$ cat config.mk
export PLATFORM = sky130hd
export DESIGN_NAME = shell_command_lexer
export DESIGN_NICKNAME = d
export VERILOG_FILES = /design/src/design/slx_pkg.sv /design/src/design/shell_command_lexer.sv /design/src/design/slx_front.sv /design/src/design/slx_queue.sv /design/src/design/slx_back.sv
export SDC_FILE = /design/constraint.sdc
export NUM_CORES = 1
export LEC_CHECK = 0
export BUFFER_PORTS_ARGS = -buffer_cell sky130_fd_sc_hd__buf_2
export CORE_MARGIN = 3
export CORE_UTILIZATION = 45
export CTS_CLUSTER_DIAMETER = 200
export CTS_CLUSTER_SIZE = 24
export DETAILED_ROUTE_END_ITERATION = 6
export PLACE_DENSITY = 0.62
export SYNTH_ARGS = -nofsm -noshare
export SYNTH_HDL_FRONTEND = slang
export SYNTH_SLANG_ARGS = --single-unit
$ cat constraint.sdc
create_clock -name i_clk -period 11.6 [get_ports i_clk]
set_input_delay 0.58 -clock i_clk [delete_from_list [all_inputs] [get_ports i_clk]]
set_output_delay 0.58 -clock i_clk [all_outputs]
set_load 0.005 [all_outputs]
$ cat src/design/slx_pkg.sv
// slx_pkg: shared types, character codes, token kinds and classifiers for
// the shell command lexer. No dependencies; used by every design module.
`default_nettype none

package slx_pkg;

    // Line length limit and position width (position field is 11 bits).
    localparam int POS_W   = 11;
    localparam int MAX_LEN = 1024;
    localparam logic [POS_W-1:0] MAX_POS = POS_W'(MAX_LEN);

    // Results per character and bundle queue depth.
    localparam int MAX_RESULTS = 3;
    localparam int CNT_W       = $clog2(MAX_RESULTS + 1);
    localparam int IDX_W       = $clog2(MAX_RESULTS);
    localparam int QUEUE_DEPTH = 4;
    localparam int QPTR_W      = $clog2(QUEUE_DEPTH);
    localparam int QCNT_W      = $clog2(QUEUE_DEPTH + 1);

    // Token kinds.
    localparam logic [2:0] K_IN   = 3'd0;
    localparam logic [2:0] K_OUT  = 3'd1;
    localparam logic [2:0] K_PIPE = 3'd2;
    localparam logic [2:0] K_STR  = 3'd3;
    localparam logic [2:0] K_VAR  = 3'd4;
    localparam logic [2:0] K_ERR  = 3'd5;
    localparam logic [2:0] K_END  = 3'd6;

    // Character codes.
    localparam logic [7:0] CH_PIPE    = 8'h7C;
    localparam logic [7:0] CH_GT      = 8'h3E;
    localparam logic [7:0] CH_LT      = 8'h3C;
    localparam logic [7:0] CH_DOLLAR  = 8'h24;
    localparam logic [7:0] CH_USCORE  = 8'h5F;
    localparam logic [7:0] CH_DASH    = 8'h2D;
    localparam logic [7:0] CH_BSLASH  = 8'h5C;
    localparam logic [7:0] CH_DQUOTE  = 8'h22;
    localparam logic [7:0] CH_SQUOTE  = 8'h27;
    localparam logic [7:0] CH_SPACE   = 8'h20;
    localparam logic [7:0] CH_TAB     = 8'h09;
    localparam logic [7:0] CH_CR      = 8'h0D;

    typedef struct packed {
        logic [7:0] ch;
        logic       line_end;
    } t_in_item;

    typedef struct packed {
        logic [2:0]       kind;
        logic [POS_W-1:0] start_pos;
        logic [POS_W-1:0] stop_pos;
        logic             run_last;
    } t_out_item;

    typedef struct packed {
        logic [2:0]       kind;
        logic [POS_W-1:0] start_pos;
        logic [POS_W-1:0] stop_pos;
    } t_result;

    // All results caused by one character, first result in res[0].
    typedef struct packed {
        logic [CNT_W-1:0]              count;
        t_result [MAX_RESULTS-1:0]     res;
    } t_bundle;

    function automatic logic is_name_char(input logic [7:0] c);
        return (c >= 8'h61 && c <= 8'h7A) || (c >= 8'h41 && c <= 8'h5A) ||
               (c >= 8'h30 && c <= 8'h39) || c == CH_USCORE || c == CH_DASH;
    endfunction

    function automatic logic is_blank(input logic [7:0] c);
        return c == CH_SPACE || (c >= CH_TAB && c <= CH_CR);
    endfunction

endpackage

`default_nettype wire

$ cat src/design/shell_command_lexer.sv
// shell_command_lexer: top level of the streaming command-line lexer.
// Instantiates slx_front, slx_queue and slx_back; depends on slx_pkg.
//
//   channel | dir | handshake          | payload
//   --------+-----+--------------------+------------------------------------
//   input   | in  | i_valid / o_stall  | i_data  (ch, line_end)
//   result  | out | o_valid / i_stall  | o_data  (kind, start_pos, stop_pos,
//           |     |                    |          run_last)
//
// Flow: the front lexes one character per cycle while the queue is not full
// and writes all of its results (one to three) into a four-entry bundle queue
// at its accepting edge. The back moves one result per cycle into the output
// register while i_stall does not hold it; the output port sets the sustained
// rate. The first result passes through the bundle queue and then the output
// register. A character that causes no result never enters the queue.
// Reset: synchronous, active low; clears lexer mode, positions, queue pointers
// and output valid. The first character may follow in the cycle after reset.
// Stalls: o_stall rises only while the queue is full; i_stall holds the
// output register and the back, while the front keeps filling the queue.
`default_nettype none

module shell_command_lexer (
    input  wire logic               i_clk,
    input  wire logic               i_rst_n,
    input  wire logic               i_valid,
    output logic                    o_stall,
    input  wire slx_pkg::t_in_item  i_data,
    output logic                    o_valid,
    input  wire logic               i_stall,
    output slx_pkg::t_out_item      o_data
);

    logic             in_accept;
    logic             q_push;
    logic             q_pop;
    logic             q_full;
    logic             q_avail;
    slx_pkg::t_bundle q_in;
    slx_pkg::t_bundle q_head;

    // Accept a character whenever the queue has room for its bundle.
    assign o_stall   = q_full;
    assign in_accept = i_valid && !q_full;

    slx_front u_front (
        .i_clk    (i_clk),
        .i_rst_n  (i_rst_n),
        .i_accept (in_accept),
        .i_item   (i_data),
        .o_push   (q_push),
        .o_bundle (q_in)
    );

    slx_queue u_queue (
        .i_clk       (i_clk),
        .i_rst_n     (i_rst_n),
        .i_push      (q_push),
        .i_push_data (q_in),
        .i_pop       (q_pop),
        .o_full      (q_full),
        .o_avail     (q_avail),
        .o_head      (q_head)
    );

    slx_back u_back (
        .i_clk   (i_clk),
        .i_rst_n (i_rst_n),
        .i_avail (q_avail),
        .i_head  (q_head),
        .o_pop   (q_pop),
        .o_valid (o_valid),
        .i_stall (i_stall),
        .o_data  (o_data)
    );

    // The end marker always closes the results of its character.
    a_end_is_last: assert property (@(posedge i_clk) disable iff (!i_rst_n)
        o_valid && o_data.kind == slx_pkg::K_END |-> o_data.run_last)
        else $error("end marker not flagged as last result");

    // An error covers exactly one character.
    a_err_width: assert property (@(posedge i_clk) disable iff (!i_rst_n)
        o_valid && o_data.kind == slx_pkg::K_ERR |->
            o_data.stop_pos == o_data.start_pos + slx_pkg::POS_W'(1))
        else $error("error result does not span one character");

    // A token never ends before it begins.
    a_tok_order: assert property (@(posedge i_clk) disable iff (!i_rst_n)
        o_valid && o_data.kind != slx_pkg::K_END |->
            o_data.stop_pos >= o_data.start_pos)
        else $error("token stop position precedes start position");

    // Nothing is written into a full queue.
    a_no_overflow: assert property (@(posedge i_clk) disable iff (!i_rst_n)
        q_full |-> !q_push)
        else $error("bundle written into full queue");

endmodule

`default_nettype wire

$ cat src/design/slx_front.sv
// slx_front: accepts characters, runs the lexer state and packs the results
// of each character into one bundle. Depends on slx_pkg.
`default_nettype none

module slx_front (
    input  wire logic              i_clk,
    input  wire logic              i_rst_n,
    input  wire logic              i_accept,
    input  wire slx_pkg::t_in_item i_item,
    output logic                   o_push,
    output slx_pkg::t_bundle       o_bundle
);

    localparam logic [2:0] M_IDLE = 3'd0;
    localparam logic [2:0] M_WORD = 3'd1;
    localparam logic [2:0] M_VAR  = 3'd2;
    localparam logic [2:0] M_STR  = 3'd3;
    localparam logic [2:0] M_ESC  = 3'd4;
    localparam logic [2:0] M_DROP = 3'd5;

    typedef struct packed {
        logic [2:0]                mode;
        logic [slx_pkg::POS_W-1:0] tstart;
        logic                      qdbl;
        logic                      emit;
        logic [2:0]                kind;
    } t_begin;

    logic [2:0]                r_mode, n_mode;
    logic                      r_qdbl, n_qdbl;
    logic [slx_pkg::POS_W-1:0] r_tok,  n_tok;
    logic [slx_pkg::POS_W-1:0] r_pos,  n_pos;

    logic [2:0]                mode_eff;
    logic [7:0]                c;
    logic [7:0]                delim;
    logic [slx_pkg::POS_W-1:0] pos_inc;
    logic [slx_pkg::POS_W-1:0] len;
    logic [slx_pkg::CNT_W-1:0] n;
    t_begin                    bt;

    // Lex a character that arrives while no token is pending.
    function automatic t_begin f_begin(input logic [7:0] ch,
                                       input logic [slx_pkg::POS_W-1:0] p,
                                       input logic [slx_pkg::POS_W-1:0] p1,
                                       input logic q_in,
                                       input logic [slx_pkg::POS_W-1:0] ts_in);
        t_begin b;
        b.mode   = M_IDLE;
        b.tstart = ts_in;
        b.qdbl   = q_in;
        b.emit   = 1'b0;
        b.kind   = slx_pkg::K_ERR;
        priority if (ch == slx_pkg::CH_PIPE) begin
            b.emit = 1'b1;
            b.kind = slx_pkg::K_PIPE;
        end else if (ch == slx_pkg::CH_LT) begin
            b.emit = 1'b1;
            b.kind = slx_pkg::K_IN;
        end else if (ch == slx_pkg::CH_GT) begin
            b.emit = 1'b1;
            b.kind = slx_pkg::K_OUT;
        end else if (ch == slx_pkg::CH_DQUOTE || ch == slx_pkg::CH_SQUOTE) begin
            b.mode   = M_STR;
            b.qdbl   = (ch == slx_pkg::CH_DQUOTE);
            b.tstart = p1;
        end else if (ch == slx_pkg::CH_DOLLAR) begin
            b.mode   = M_VAR;
            b.tstart = p1;
        end else if (slx_pkg::is_name_char(ch)) begin
            b.mode   = M_WORD;
            b.tstart = p;
        end else if (!slx_pkg::is_blank(ch)) begin
            b.emit = 1'b1;
            b.mode = M_DROP;
        end else begin
            b.mode = M_IDLE;
        end
        return b;
    endfunction

    always_comb begin
        c        = i_item.ch;
        mode_eff = (r_mode > M_DROP) ? M_IDLE : r_mode;
        delim    = r_qdbl ? slx_pkg::CH_DQUOTE : slx_pkg::CH_SQUOTE;
        pos_inc  = r_pos + slx_pkg::POS_W'(1);
        len      = (r_pos < slx_pkg::MAX_POS) ? pos_inc : slx_pkg::MAX_POS;
        bt       = f_begin(c, r_pos, pos_inc, r_qdbl, r_tok);

        n        = '0;
        o_bundle = '0;
        n_mode   = mode_eff;
        n_tok    = r_tok;
        n_qdbl   = r_qdbl;

        if (mode_eff != M_DROP && r_pos >= slx_pkg::MAX_POS) begin
            o_bundle.res[0] = '{slx_pkg::K_ERR, r_pos, pos_inc};
            n      = slx_pkg::CNT_W'(1);
            n_mode = M_DROP;
        end else if (mode_eff == M_WORD || mode_eff == M_VAR) begin
            if (!slx_pkg::is_name_char(c)) begin
                o_bundle.res[0] = '{(mode_eff == M_WORD) ? slx_pkg::K_STR : slx_pkg::K_VAR,
                                    r_tok, r_pos};
                n      = slx_pkg::CNT_W'(1);
                n_mode = bt.mode;
                n_tok  = bt.tstart;
                n_qdbl = bt.qdbl;
                if (bt.emit) begin
                    o_bundle.res[1] = '{bt.kind, r_pos, pos_inc};
                    n = slx_pkg::CNT_W'(2);
                end
            end
        end else if (mode_eff == M_STR) begin
            if (c == delim) begin
                o_bundle.res[0] = '{slx_pkg::K_STR, r_tok, r_pos};
                n      = slx_pkg::CNT_W'(1);
                n_mode = M_IDLE;
            end else if (c == slx_pkg::CH_BSLASH) begin
                n_mode = M_ESC;
            end
        end else if (mode_eff == M_ESC) begin
            n_mode = M_STR;
        end else if (mode_eff == M_IDLE) begin
            n_mode = bt.mode;
            n_tok  = bt.tstart;
            n_qdbl = bt.qdbl;
            if (bt.emit) begin
                o_bundle.res[0] = '{bt.kind, r_pos, pos_inc};
                n = slx_pkg::CNT_W'(1);
            end
        end

        // Line end: flush the pending token, then give the end marker.
        if (i_item.line_end) begin
            if (n_mode == M_WORD || n_mode == M_STR || n_mode == M_ESC) begin
                o_bundle.res[n[slx_pkg::IDX_W-1:0]] = '{slx_pkg::K_STR, n_tok, len};
                n = n + slx_pkg::CNT_W'(1);
            end else if (n_mode == M_VAR) begin
                o_bundle.res[n[slx_pkg::IDX_W-1:0]] = '{slx_pkg::K_VAR, n_tok, len};
                n = n + slx_pkg::CNT_W'(1);
            end
            o_bundle.res[n[slx_pkg::IDX_W-1:0]] = '{slx_pkg::K_END, '0, len};
            n      = n + slx_pkg::CNT_W'(1);
            n_mode = M_IDLE;
            n_pos  = '0;
        end else begin
            n_pos = len;
        end

        o_bundle.count = n;
        o_push         = i_accept && (n != '0);
    end

    always_ff @(posedge i_clk) begin
        if (!i_rst_n) begin
            r_mode <= M_IDLE;
            r_qdbl <= 1'b0;
            r_tok  <= '0;
            r_pos  <= '0;
        end else if (i_accept) begin
            r_mode <= n_mode;
            r_qdbl <= n_qdbl;
            r_tok  <= n_tok;
            r_pos  <= n_pos;
        end
    end

endmodule

`default_nettype wire

$ cat src/design/slx_queue.sv
// slx_queue: short flip-flop queue of result bundles between the lexer front
// and the emit back. Depends on slx_pkg.
`default_nettype none

module slx_queue (
    input  wire logic             i_clk,
    input  wire logic             i_rst_n,
    input  wire logic             i_push,
    input  wire slx_pkg::t_bundle i_push_data,
    input  wire logic             i_pop,
    output logic                  o_full,
    output logic                  o_avail,
    output slx_pkg::t_bundle      o_head
);

    slx_pkg::t_bundle           r_mem [slx_pkg::QUEUE_DEPTH];
    logic [slx_pkg::QPTR_W-1:0] r_wr, n_wr;
    logic [slx_pkg::QPTR_W-1:0] r_rd, n_rd;
    logic [slx_pkg::QCNT_W-1:0] r_cnt;

    localparam logic [slx_pkg::QPTR_W-1:0] LAST = slx_pkg::QPTR_W'(slx_pkg::QUEUE_DEPTH - 1);

    assign o_full  = (r_cnt == slx_pkg::QCNT_W'(slx_pkg::QUEUE_DEPTH));
    assign o_avail = (r_cnt != '0);
    assign o_head  = r_mem[r_rd];
    assign n_wr    = (r_wr == LAST) ? '0 : r_wr + slx_pkg::QPTR_W'(1);
    assign n_rd    = (r_rd == LAST) ? '0 : r_rd + slx_pkg::QPTR_W'(1);

    always_ff @(posedge i_clk) begin
        if (i_push) begin
            r_mem[r_wr] <= i_push_data;
        end
    end

    always_ff @(posedge i_clk) begin
        if (!i_rst_n) begin
            r_wr  <= '0;
            r_rd  <= '0;
            r_cnt <= '0;
        end else begin
            if (i_push) begin
                r_wr <= n_wr;
            end
            if (i_pop) begin
                r_rd <= n_rd;
            end
            if (i_push && !i_pop) begin
                r_cnt <= r_cnt + slx_pkg::QCNT_W'(1);
            end else if (i_pop && !i_push) begin
                r_cnt <= r_cnt - slx_pkg::QCNT_W'(1);
            end
        end
    end

endmodule

`default_nettype wire

$ cat src/design/slx_back.sv
// slx_back: walks the head bundle one result per cycle into the output
// register while the output is not stalled. Depends on slx_pkg.
`default_nettype none

module slx_back (
    input  wire logic             i_clk,
    input  wire logic             i_rst_n,
    input  wire logic             i_avail,
    input  wire slx_pkg::t_bundle i_head,
    output logic                  o_pop,
    output logic                  o_valid,
    input  wire logic             i_stall,
    output slx_pkg::t_out_item    o_data
);

    logic [slx_pkg::IDX_W-1:0] r_idx;
    logic                      r_valid;
    slx_pkg::t_out_item        r_data;
    logic                      out_free;
    logic                      take;
    logic                      is_last;
    slx_pkg::t_result          sel;

    assign out_free = !r_valid || !i_stall;
    assign take     = out_free && i_avail;
    assign sel      = i_head.res[r_idx];
    assign is_last  = (slx_pkg::CNT_W'(r_idx) == i_head.count - slx_pkg::CNT_W'(1));
    assign o_pop    = take && is_last;
    assign o_valid  = r_valid;
    assign o_data   = r_data;

    always_ff @(posedge i_clk) begin
        if (take) begin
            r_data <= '{sel.kind, sel.start_pos, sel.stop_pos, is_last};
        end
    end

    always_ff @(posedge i_clk) begin
        if (!i_rst_n) begin
            r_valid <= 1'b0;
            r_idx   <= '0;
        end else begin
            if (out_free) begin
                r_valid <= i_avail;
            end
            if (take) begin
                r_idx <= is_last ? '0 : r_idx + slx_pkg::IDX_W'(1);
            end
        end
    end

endmodule

`default_nettype wire

==> results.txt, run 1 <==
----------------------------------------------------
[Worst setup path]
  Buf+Inv Stages, Crit Path ... 3
  Worst EP arrival ... 5.61 ns
  Endpoint required time on the critical path ... 11.77 ns
  CP Launch Type ... flip-flop
  Type of the worst setup path ... flip-flop to flip-flop
  Cell with the largest stage delay on the worst path ... dfxtp_1
  Worst path cell trace ... clkinv_1, a31oi_1, buf_4, nor2_1, and2_1, ha_1, a21oi_1, ha_1, a311oi_4, and2_4, buf_4
  Endpoint kind of the worst setup timing path ... flip-flop
  Kind of cell with the highest combined delay on the critical path ... buffers and inverters
  Critical path fanouts, max ... 42
  Slack of the worst reg-to-reg path ... about 6.2 ns
  Crit-path max cell delay ... 0.78 ns

[Power and ir drop]
  Power density over the cells ... 200 nW/um^2
  Switch share ... a little under a third
  Combinational group share of total power ... 27.9%
  Int Power ... between 2000 and 2500 uW
  Total power after layout ... 3540 uW
  Reg power frac ... 51.6%
  Standby leakage power ... 0.00585 uW
  Fraction of power consumed by the clock network ... 20.5%
  IR drop worst, VDD ... 118 uV
  Switch Pwr ... 1060 uW

[Placed design]
  Detailed placer's ending HPWL ... 22,600 um
  Routability-driven placement congestion ratio ... between 0.9 and 1
  Minimum setup slack after placement ... between 5 and 6 ns
  Placed standard-cell area ... 17,200 um^2
  Count of input and output buffers ... 40

[Final layout]
  Fraction of layout instances using a drive strength above 1 ... 16.0%
  Commonest non-fill, non-tap cells in the layout ... edfxtp_1 (334), mux4_2 (77), nor2_1 (71)
  Growth of design area from synthesis to finish ... 7.04%
  Summed area of non-filler cells in the final layout ... 17,700 um^2
  Most frequent standard cell in the layout excluding fill and tap cells ... edfxtp_1
  Antenna diodes ... 0
  Fillcell total ... 3,081
  Final Net Count ... 1,146
  Final Util ... 49.3%

[Logic synthesis]
  FFs w/ async S/R, synth ... 0%
  Main combinational cell family by area after synthesis ... multiplexers
  Synth Register Bits ... 372
  Synthesis warning total ... 0
  Average cell area after synthesis ... ~15 um^2
  XOR/XNOR share of the synthesized area ... 0.680%
  Sequential area share after synthesis ... 65.2%
  Nets in the synthesized netlist ... 1,140
  Multiplexer share of the synthesized area ... 12.6%
  Post-synth top flop ... edfxtp_1
  Number of enable-type register cells in the synthesized netlist ... 334
  Synth unique cells ... 80
  Simple-gate area share of the yosys netlist ... approximately 7.4%
  Synth Cell Area ... 16,500 um^2
  Adder and majority gate portion of the synthesized area ... 1.18%
  Share of the synthesized area in compound gates (AO/OA/AOI/OAI) ... about a tenth
  Cells after Synth ... 1,112

[Detailed routing]
  Drt wl/cell ... 23.0 um
  Wire length after detailed routing ... around 37,000 um
  Total DRC errors in the routed layout ... 0
  Number of nets still failing antenna checks after routing ... 0
  Total number of vias ... 9,672
  Number of iterations in the first detailed-routing pass ... 6
  Via/cell ratio ... slightly above 6
  Starting DRT DRC Count ... around 1,100

[GRT]
  First-pass GRT wire length ... between 50,000 and 60,000 um
  Antenna violations before repair ... 0
  Met3 GRT Util ... ~1.9%
  GRT Max-Usage Layer ... met2
  Vias in the first global route ... 9,531
  Met2 track utilization from global routing ... 30.8%
  Global routing usage summed across all routing layers ... 18.7%
  GRT overflow ... 0
  GR Layer Usage met1 ... 26.8%
  Maximum number of pins on one net before global-route repair ... 50

[Floorplanning]
  DIE WIDTH ... 198 um
  Die area ... 39,100 um^2
  Area inside the core boundary ... 35,900 um^2
  Height of the die ... 198 um
  Cell row count ... 69
  Initial Util ... between 40% and 50%
  Count of boundary I/O pins ... 41

[Clock tree]
  Root Buffer ... clkbuf_16
  Insertion delay of the later-clocked pin in the worst-skew pair ... approximately 0.54 ns
  Clock net sink count ... 372
  Clock slew at the register clock pins of the worst setup and hold paths ... between 0.1 and 0.15 ns
  Post-CTS setup buffers ... 0
  Number of CTS-inserted buffers ... 19
  CTS tree ... done
  Deepest level of the CTS H-tree ... 1
  Count of cells resized by post-cts repair ... 0
  Number of buffers inserted by hold repair at cts ... 0
  Max Root-Sink Buffers ... 3

[STA]
  Actual slew at the worst max-slew pin ... 1.11 ns
  Final Worst Setup Slack ... 6.16 ns
  Remaining max-slew budget at the tightest pin ... 25.8%
  Final slew viol count ... 0
  Worst setup skew after layout ... 0.0275 ns
  Setup repair after global routing missed its margin ... false
  Fmax ... 184 MHz
  Final critical-path required period ... 5.44 ns
  Count of endpoints failing setup in the final report ... 0
  Post-route setup TNS ... 0 ns
  Total count of hold-check failures in the final report ... 0
  Final cycle utilization of the critical path ... 46.9%

[Status]
  Run status ... finished clean

[Run]
  Max cap viols ... 0

[Worst hold path]
  Min-delay worst type ... input pin to flip-flop

----------------------------------------------------
==> worst reg2reg max path, cell delays in order (launching register included) <==
cell and delay, ns:
dfxtp_1 0.78, clkinv_1 0.48, a31oi_1 0.40, buf_4 0.30, nor2_1 0.09, and2_1 0.29
ha_1 0.31, a21oi_1 0.23, ha_1 0.32, a311oi_4 0.54, and2_4 0.60, buf_4 0.68
==> stage by stage <==
stage / hold slack (ns) / std cells
floorplan: 0.468 / 1112
global placement: 0.465 / 1558
detailed placement: 0.484 / 1558
CTS: 0.323 / 1592
global route: 0.342 / 1592
finish: 0.332 / 1592
==> synthesized netlist by cell type (27+ instances only) <==
| library cell | n | area [um^2] |
|---|---|---|
| o21ai_0 | 37 | 185 |
| dfxtp_1 | 38 | 761 |
| inv_1 | 52 | 195 |
| a21oi_1 | 40 | 200 |
| o22ai_1 | 58 | 363 |
| mux4_2 | 77 | 1730 |
| clkbuf_1 | 49 | 184 |
| nand2_1 | 44 | 165 |
| mux2i_1 | 34 | 340 |
| nor2_1 | 71 | 267 |
| nand3_1 | 27 | 135 |
| edfxtp_1 | 334 | 10000 |
==> final cells by class <==
cell class / count / area, um^2 / area share (%)
Clock inverter: 2 / 25.0 / 0.141
Inverter: 54 / 203 / 1.14
Multi-Input combinational cell: 615 / 5270 / 29.7
Tap cell: 461 / 577 / 3.26
Sequential cell: 372 / 10800 / 61.0
Timing Repair Buffer: 56 / 320 / 1.81
Clock buffer: 32 / 524 / 2.96
==> sequential cells by signal, summed over array words and instances, names as in the netlist, named ones only <==
name and count:
u_queue.r_mem 308, u_back.o_data 26, u_front.r_pos 11, u_front.r_tok 11, u_front.r_mode 3, u_queue.r_cnt 3
u_back.r_idx 2, u_queue.r_rd 2, u_queue.r_wr 2, u_back.o_valid 1, u_front.r_qdbl 1
==> metal layers <==
metal	vias up	wire, um
met5	-	0
met4	0	1100
met3	57	1690
met2	299	17700
met1	4932	16200
li1	4384	-
==> cell families (layout without fill, tap and decap cells) <==
| group | Yosys count | after routing |
|---|---|---|
| multiplexers | 112 | 112 |
| adder cells (fa/ha/maj) | 15 | 15 |
| AO/OA/AOI/OAI | 235 | 235 |
| flip-flops | 372 | 372 |
| buffers and inverters | 125 | 144 |
| AND/OR/NAND/NOR | 241 | 241 |
| XOR/XNOR | 12 | 12 |
==> path summary, 6_finish.rpt <==
kind,from,end,cells past startpoint
worst min register to register,u_back.o_valid,u_back.o_valid,2
worst max register to register,u_front.r_pos[10],u_queue.r_mem[1][61],11
worst min-delay path,i_stall,u_back.o_valid,3
worst max-delay path,u_front.r_pos[10],u_queue.r_mem[1][61],11
==> power by group through the flow <==
stage / logic [uW] / registers [uW] / clock network (uW)
2_1_floorplan: 720 / 1820 / 0
3_3_place_gp: 991 / 1850 / 0
3_5_place_dp: 1000 / 1860 / 0
4_1_cts: 1010 / 1830 / 744
5_1_grt: 1080 / 1850 / 791
6_report: 988 / 1820 / 723
Note: power is estimated with default switching activity, not from simulation.
==> inputs of run 2 (changes only) <==
--- a/config.mk
+++ b/config.mk
@@ -11,7 +11,7 @@
 export CTS_CLUSTER_DIAMETER = 200
 export CTS_CLUSTER_SIZE = 24
 export DETAILED_ROUTE_END_ITERATION = 6
-export PLACE_DENSITY = 0.62
+export PLACE_DENSITY = 0.64
 export SYNTH_ARGS = -nofsm -noshare
 export SYNTH_HDL_FRONTEND = slang
 export SYNTH_SLANG_ARGS = --single-unit
==> constraint.sdc (replaced) <==
create_clock -name i_clk -period 5 [get_ports i_clk]
set_input_delay 0.25 -clock i_clk [delete_from_list [all_inputs] [get_ports i_clk]]
set_output_delay 0.25 -clock i_clk [all_outputs]
set_load 0.005 [all_outputs]
==> results.txt, run 2 (synthesized netlist as in run 1, its figures left out) <==
----------------------------------------------------
[Detailed routing]
  Number of nets still failing antenna checks after routing ... 0 (unchanged)
  Number of iterations in the first detailed-routing pass ... 7 (+1)
  Total number of vias ... 9,747 (+0.78%)
  Via/cell ratio ... 6.04 (-0.60%)
  Starting DRT DRC Count ... 943 (-16%)
  Total DRC errors in the routed layout ... 0 (unchanged)
  Wire length after detailed routing ... 36,500 um (-0.40%)
  Drt wl/cell ... 22.6 um (-1.8%)

[Final layout]
  Most frequent standard cell in the layout excluding fill and tap cells ... edfxtp_1
  Antenna diodes ... 0 (unchanged)
  Commonest non-fill, non-tap cells in the layout ... edfxtp_1 (334), mux4_2 (77), nor2_1 (71)
  FF/Latch Area ... 10,800 um^2 (unchanged)
  Fillcell total ... 3,043 (-1.2%)
  Growth of design area from synthesis to finish ... 8.58%
  Most flop-heavy register ... u_queue.r_mem
  Fraction of layout instances using a drive strength above 1 ... 17.5% (+1.5 points)
  Combined area of the multi-input logic cells ... 5270 um^2 (unchanged)
  Final Net Count ... 1,168 (+1.9%)
  Largest register FFs ... 308 (unchanged)
  Final Util ... 50.0% (+0.71 points)

[Floorplanning]
  Count of boundary I/O pins ... 41 (unchanged)
  DIE WIDTH ... 198 um (unchanged)
  Height of the die ... 198 um (unchanged)
  Die area ... 39,100 um^2 (unchanged)
  Area inside the core boundary ... 35,900 um^2 (unchanged)
  Cell row count ... 69 (unchanged)
  Initial Util ... 46.1% (unchanged)

[Clock tree]
  Clock slew at the register clock pins of the worst setup and hold paths ... 0.10 ns (about the same)
  Post-CTS setup buffers ... 0 (unchanged)
  Max Root-Sink Buffers ... 3 (unchanged)
  Clock net sink count ... 372 (unchanged)
  Insertion delay of the later-clocked pin in the worst-skew pair ... 0.54 ns (about the same)
  CTS tree ... done
  Number of CTS-inserted buffers ... 19 (unchanged)
  Deepest level of the CTS H-tree ... 1 (unchanged)
  Root Buffer ... clkbuf_16

[Worst setup path]
  Kind of cell with the highest combined delay on the critical path ... adder cells
  Cell repeated most along the worst path ... ha_1
  Worst path cell trace ... clkinv_1, a31oi_1, nor2_1, and2_1, ha_1, a21oi_1, ha_1, a311oi_4, ha_1, inv_1, fa_1, xor2_1, or3_1, a21boi_0
  Type of the worst setup path ... flip-flop to flip-flop
  Cell with the largest stage delay on the worst path ... dfxtp_1
  Critical register-to-register path startpoint ... u_front.r_pos[10]
  Critical path fanouts, max ... 13 (-69%)
  Slack of the worst reg-to-reg path ... 0.60 ns (-5.56 ns)
  Critical R2R Capture ... u_queue.r_cnt[2]
  Endpoint required time on the critical path ... 5.47 ns (-6.30 ns)
  Worst r2r path cells ... 14 (+3)
  Endpoint kind of the worst setup timing path ... flip-flop
  Worst EP arrival ... 4.87 ns (-0.74 ns)
  Buf+Inv Stages, Crit Path ... 2 (-1)
  Crit-path max cell delay ... 0.71 ns (-0.07 ns)
  CP Launch Type ... flip-flop

[Worst hold path]
  Min-delay worst type ... input pin to flip-flop
  Worst hold endpoint ... u_front.r_qdbl
  Hold Startpoint ... i_data[3]
  Cell depth of the worst hold path ... 3 (unchanged)

[Run]
  Max cap viols ... 0 (unchanged)

[STA]
  Count of endpoints failing setup in the final report ... 0 (unchanged)
  Post-route setup TNS ... 0 ns (unchanged)
  Actual slew at the worst max-slew pin ... 0.953 ns (-0.156 ns)
  Remaining max-slew budget at the tightest pin ... 36.5% (+11 points)
  Final critical-path required period ... 4.40 ns (-1.04 ns)
  Setup repair after global routing missed its margin ... false
  Worst setup skew after layout ... 0.0357 ns (+0.00824 ns)
  Total count of hold-check failures in the final report ... 0 (unchanged)
  Final Worst Setup Slack ... 0.600 ns (-5.56 ns)
  Worst hold slack after final layout ... 0.225 ns (-0.107 ns)
  Fmax ... 227 MHz (+24%)
  Final cycle utilization of the critical path ... 88.0% (+41 points)
  Final slew viol count ... 0 (unchanged)

[Placed design]
  Minimum setup slack after placement ... 0.422 ns (-5.30 ns)
  Count of input and output buffers ... 40 (unchanged)
  Routability-driven placement congestion ratio ... 0.928 (-0.17%)
  Detailed placer's ending HPWL ... 23,500 um (+3.7%)

[GRT]
  Maximum number of pins on one net before global-route repair ... 78 (+56%)
  Antenna violations before repair ... 0 (unchanged)
  Global routing usage summed across all routing layers ... 18.7% (+0.038 points)
  First-pass GRT wire length ... 57,400 um (+1.3%)
  GRT overflow ... 0 (unchanged)
  Vias in the first global route ... 9,724 (+2.0%)

[Power and ir drop]
  Total power after layout ... 8220 uW (+130%)
  Standby leakage power ... 0.00598 uW (+2.3%)
  Power density over the cells ... 458 nW/um^2 (+130%)
  IR drop worst, VDD ... 237 uV (+100%)

[Status]
  Run status ... finished clean

----------------------------------------------------
run 2: cell count changes in the layout (fill, tap and decap cells not counted), sizes merged:
cell and change:
dlygate4sd3 +1, buf +21
run 2: worst register-to-register path, cell delays in order, from the launching register on:
cell and delay (ns):
dfxtp_1 0.71, clkinv_1 0.19, a31oi_1 0.46, nor2_1 0.14
and2_1 0.28, ha_1 0.32, a21oi_1 0.23, ha_1 0.32
a311oi_4 0.29, ha_1 0.23, inv_1 0.07, fa_1 0.44
xor2_1 0.18, or3_1 0.30, a21boi_0 0.16
run 2: worst max-delay path by stage:
stage	start	endpoint	slack (ns)	cells after the start
5_1_grt	u_front.r_mode[1]	u_queue.r_mem[3][4]	0.22	13
2_1_floorplan	i_data[4]	u_queue.r_mem[0][0]	0.51	13
6_report	u_front.r_pos[10]	u_queue.r_cnt[2]	0.60	14
4_1_cts	u_front.r_mode[1]	u_queue.r_cnt[2]	0.63	15
3_3_place_gp	i_data[2]	u_queue.r_cnt[2]	0.48	16
3_5_place_dp	i_data[2]	u_queue.r_cnt[2]	0.42	16
run 2: metal layers:
| layer | share of wire [%] | track usage [%] | wire length [um] | vias to the layer above |
|---|---|---|---|---|
| met4 | 3.0 | 5.61 | 1080 | 0 |
| met5 | 0 | 0 | 0 | - |
| met3 | 5.0 | 2.08 | 1820 | 45 |
| li1 | - | - | - | 4422 |
| met2 | 47 | 29.8 | 17300 | 297 |
| met1 | 45 | 27.6 | 16300 | 4983 |
run 2: layout make-up:
type	count	area share, %
clock buffers	32	2.92
clock inverters	2	0.139
repair buffers	78	3.20
multi-input cells	615	29.3
flip-flops and latches	372	60.1
inverters	54	1.13
well taps	461	3.21
run 2: what timing repair did:
| item | CTS | global route |
|---|---|---|
| hold buffers | 1 | 0 |
| endpoints found under the hold margin | 1 | 0 |
| gates resized for setup | 0 | 0 |
run 2: per-stage QoR:
| step | std cells | area, um^2 |
|---|---|---|
| 2_1_floorplan | 1112 | 16600 |
| 3_3_place_gp | 1579 | 17400 |
| 3_5_place_dp | 1579 | 17400 |
| 4_1_cts | 1614 | 18000 |
| 5_1_grt | 1614 | 18000 |
| 6_report | 1614 | 18000 |
run 2: power breakdown:
| group | total, uW | internal, uW | leakage (uW) | switching, uW |
|---|---|---|---|---|
| clock | 1670 | 734 | 0.000261 | 933 |
| combinational | 2390 | 1030 | 0.00223 | 1370 |
| sequential | 4160 | 4020 | 0.00349 | 139 |
==> inputs of run 3 (changes only) <==
--- a/config.mk
+++ b/config.mk
@@ -6,12 +6,14 @@
 export NUM_CORES = 1
 export LEC_CHECK = 0
 export BUFFER_PORTS_ARGS = -buffer_cell sky130_fd_sc_hd__buf_2
+export CELL_PAD_IN_SITES_DETAIL_PLACEMENT = 0
+export CELL_PAD_IN_SITES_GLOBAL_PLACEMENT = 1
 export CORE_MARGIN = 3
 export CORE_UTILIZATION = 45
 export CTS_CLUSTER_DIAMETER = 200
 export CTS_CLUSTER_SIZE = 24
 export DETAILED_ROUTE_END_ITERATION = 6
-export PLACE_DENSITY = 0.64
+export PLACE_DENSITY = 0.73
 export SYNTH_ARGS = -nofsm -noshare
 export SYNTH_HDL_FRONTEND = slang
 export SYNTH_SLANG_ARGS = --single-unit
==> constraint.sdc (replaced) <==
create_clock -name i_clk -period 5 [get_ports i_clk]
set_input_delay 0.25 -clock i_clk [delete_from_list [all_inputs] [get_ports i_clk]]
set_output_delay 0.25 -clock i_clk [all_outputs]
set_load 0.01 [all_outputs]
==> results.txt, run 3 (synthesized netlist as in run 1, its figures left out) <==
----------------------------------------------------
[Power and ir drop]
  IR drop worst, VDD ... 267 uV (+13%)
  Standby leakage power ... 0.00600 uW (+0.22%)
  Power density over the cells ... 461 nW/um^2 (+0.83%)

[Floorplanning]
  Initial Util ... 46.1% (unchanged)
  Area inside the core boundary ... 35,900 um^2 (unchanged)
  Cell row count ... 69 (unchanged)
  DIE WIDTH ... 198 um (unchanged)
  Count of boundary I/O pins ... 41 (unchanged)
  Height of the die ... 198 um (unchanged)
  Die area ... 39,100 um^2 (unchanged)

[GRT]
  Vias in the first global route ... 9,670 (-0.56%)
  Maximum number of pins on one net before global-route repair ... 52 (-33%)
  First-pass GRT wire length ... 57,500 um (+0.20%)
  Global routing usage summed across all routing layers ... 19.0% (+0.24 points)
  GRT overflow ... 0 (unchanged)
  Antenna violations before repair ... 0 (unchanged)

[Clock tree]
  Count of cells resized by post-cts repair ... 0 (unchanged)
  Insertion delay of the later-clocked pin in the worst-skew pair ... 0.55 ns (about the same)
  Clock net sink count ... 372 (unchanged)
  Clock slew at the register clock pins of the worst setup and hold paths ... 0.11 ns (about the same)
  CTS tree ... done
  Number of buffers inserted by hold repair at cts ... 1 (unchanged)
  Post-CTS setup buffers ... 0 (unchanged)
  Number of CTS-inserted buffers ... 19 (unchanged)
  Root Buffer ... clkbuf_16
  Max Root-Sink Buffers ... 3 (unchanged)
  Deepest level of the CTS H-tree ... 1 (unchanged)

[STA]
  Setup repair after global routing missed its margin ... false
  Fmax ... 228 MHz (+0.19%)
  Final slew viol count ... 0 (unchanged)
  Final critical-path required period ... 4.39 ns (-0.00842 ns)
  Worst setup skew after layout ... 0.0425 ns (+0.00679 ns)
  Actual slew at the worst max-slew pin ... 0.945 ns (-0.00797 ns)
  Final cycle utilization of the critical path ... 87.8% (-0.17 points)
  Final Worst Setup Slack ... 0.609 ns (+0.00842 ns)
  Remaining max-slew budget at the tightest pin ... 37.0% (+0.53 points)
  Count of endpoints failing setup in the final report ... 0 (unchanged)
  Post-route setup TNS ... 0 ns (unchanged)
  Total count of hold-check failures in the final report ... 0 (unchanged)

[Final layout]
  Most frequent standard cell in the layout excluding fill and tap cells ... edfxtp_1
  Fraction of layout instances using a drive strength above 1 ... 17.7% (+0.21 points)
  Largest register FFs ... 308 (unchanged)
  Most flop-heavy register ... u_queue.r_mem
  Antenna diodes ... 0 (unchanged)
  Growth of design area from synthesis to finish ... 8.72%
  Commonest non-fill, non-tap cells in the layout ... edfxtp_1 (334), mux4_2 (77), nor2_1 (71)
  Final Net Count ... 1,171 (+0.26%)

[Status]
  Failing checks ... DRC
  Run status ... finished, violations left

[Detailed routing]
  Drt wl/cell ... 23.0 um (+1.4%)
  Via/cell ratio ... 6.02 (-0.25%)
  Wire length after detailed routing ... 37,100 um (+1.6%)
  Starting DRT DRC Count ... 941 (-0.21%)
  Number of iterations in the first detailed-routing pass ... 7 (unchanged)
  Total number of vias ... 9,741 (-0.062%)
  Total DRC errors in the routed layout ... 2 (+2)
  Number of nets still failing antenna checks after routing ... 0 (unchanged)

[Placed design]
  Minimum setup slack after placement ... 0.385 ns (-0.0374 ns)
  Routability-driven placement congestion ratio ... 0.889 (-4.2%)
  Count of input and output buffers ... 40 (unchanged)
  Detailed placer's ending HPWL ... 23,600 um (+0.37%)

[Worst hold path]
  Hold Startpoint ... i_data[3]
  Cell depth of the worst hold path ... 3 (unchanged)
  Min-delay worst type ... input pin to flip-flop
  Worst hold endpoint ... u_front.r_qdbl

[Worst setup path]
  Endpoint kind of the worst setup timing path ... flip-flop
  Slack of the worst reg-to-reg path ... 0.61 ns (about the same)
  Worst EP arrival ... 4.88 ns (about the same)
  Critical register-to-register path startpoint ... u_front.r_mode[0]
  Worst r2r path cells ... 15 (+1)
  Critical R2R Capture ... u_queue.r_cnt[2]
  CP Launch Type ... flip-flop
  Critical path fanouts, max ... 11 (-2)
  Type of the worst setup path ... flip-flop to flip-flop
  Endpoint required time on the critical path ... 5.49 ns (+0.02 ns)

[Run]
  Max cap viols ... 0 (unchanged)

----------------------------------------------------
[run 3: stage by stage]
step	cell area (um^2)	hold WS [ns]	total power, uW	std cells	utilization (%)
2_1_floorplan	16600	0.404	5940	1112	-
6_report	18000	0.196	8300	1617	50.1
5_1_grt	18000	0.225	8730	1617	50.1
4_1_cts	18000	0.182	8400	1617	50.1
3_5_place_dp	17400	0.476	6740	1582	48.5
3_3_place_gp	17400	0.468	6700	1582	48.5
[run 3: worst max-delay path: stages, from the launching register on]
cell	delay, ns
dfxtp_1	0.57
nor2b_1	0.26
o21ai_0	0.30
nor4_1	0.24
o21ai_0	0.17
a32oi_1	0.41
a21oi_4	0.12
xnor2_2	0.30
ha_1	0.32
a311oi_4	0.28
ha_1	0.22
inv_1	0.07
fa_1	0.44
xor2_1	0.19
or3_1	0.30
a21boi_0	0.15
[run 3: where the power goes]
group / switching (uW) / internal, uW / total [uW]
Sequential: 210 / 4020 / 4230
Combinational: 1360 / 1030 / 2390
Clock: 945 / 734 / 1680
Total: 2510 / 5790 / 8300
[run 3: how the worst max path moves through the flow]
stage,startpoint,end,slack [ns],depth (start not counted)
final,u_front.r_mode[0],u_queue.r_cnt[2],0.61,15
after global routing,u_front.r_mode[0],u_queue.r_cnt[2],0.22,15
after CTS,u_front.r_mode[0],u_queue.r_cnt[2],0.64,15
after detailed placement,i_data[2],u_queue.r_cnt[2],0.38,16
after global placement,i_data[2],u_queue.r_cnt[2],0.46,16
after floorplan,i_data[4],u_queue.r_mem[0][0],0.51,13
[run 3: metal layers]
layer	part of all wire [%]	global-route usage [%]	up-vias
li1	-	-	4445
met2	48	31.2	290
met5	0	0	-
met1	45	27.5	4952
met3	4.6	2.11	54
met4	2.3	4.53	0
[run 3: layout make-up]
class,instances,area (um^2)
fill,3027,17900
sequential,372,10800
multi-input combinational,615,5270
timing repair buffer,81,598
tap,461,577
clock buffer,32,524
inverter,54,203
clock inverter,2,25.0
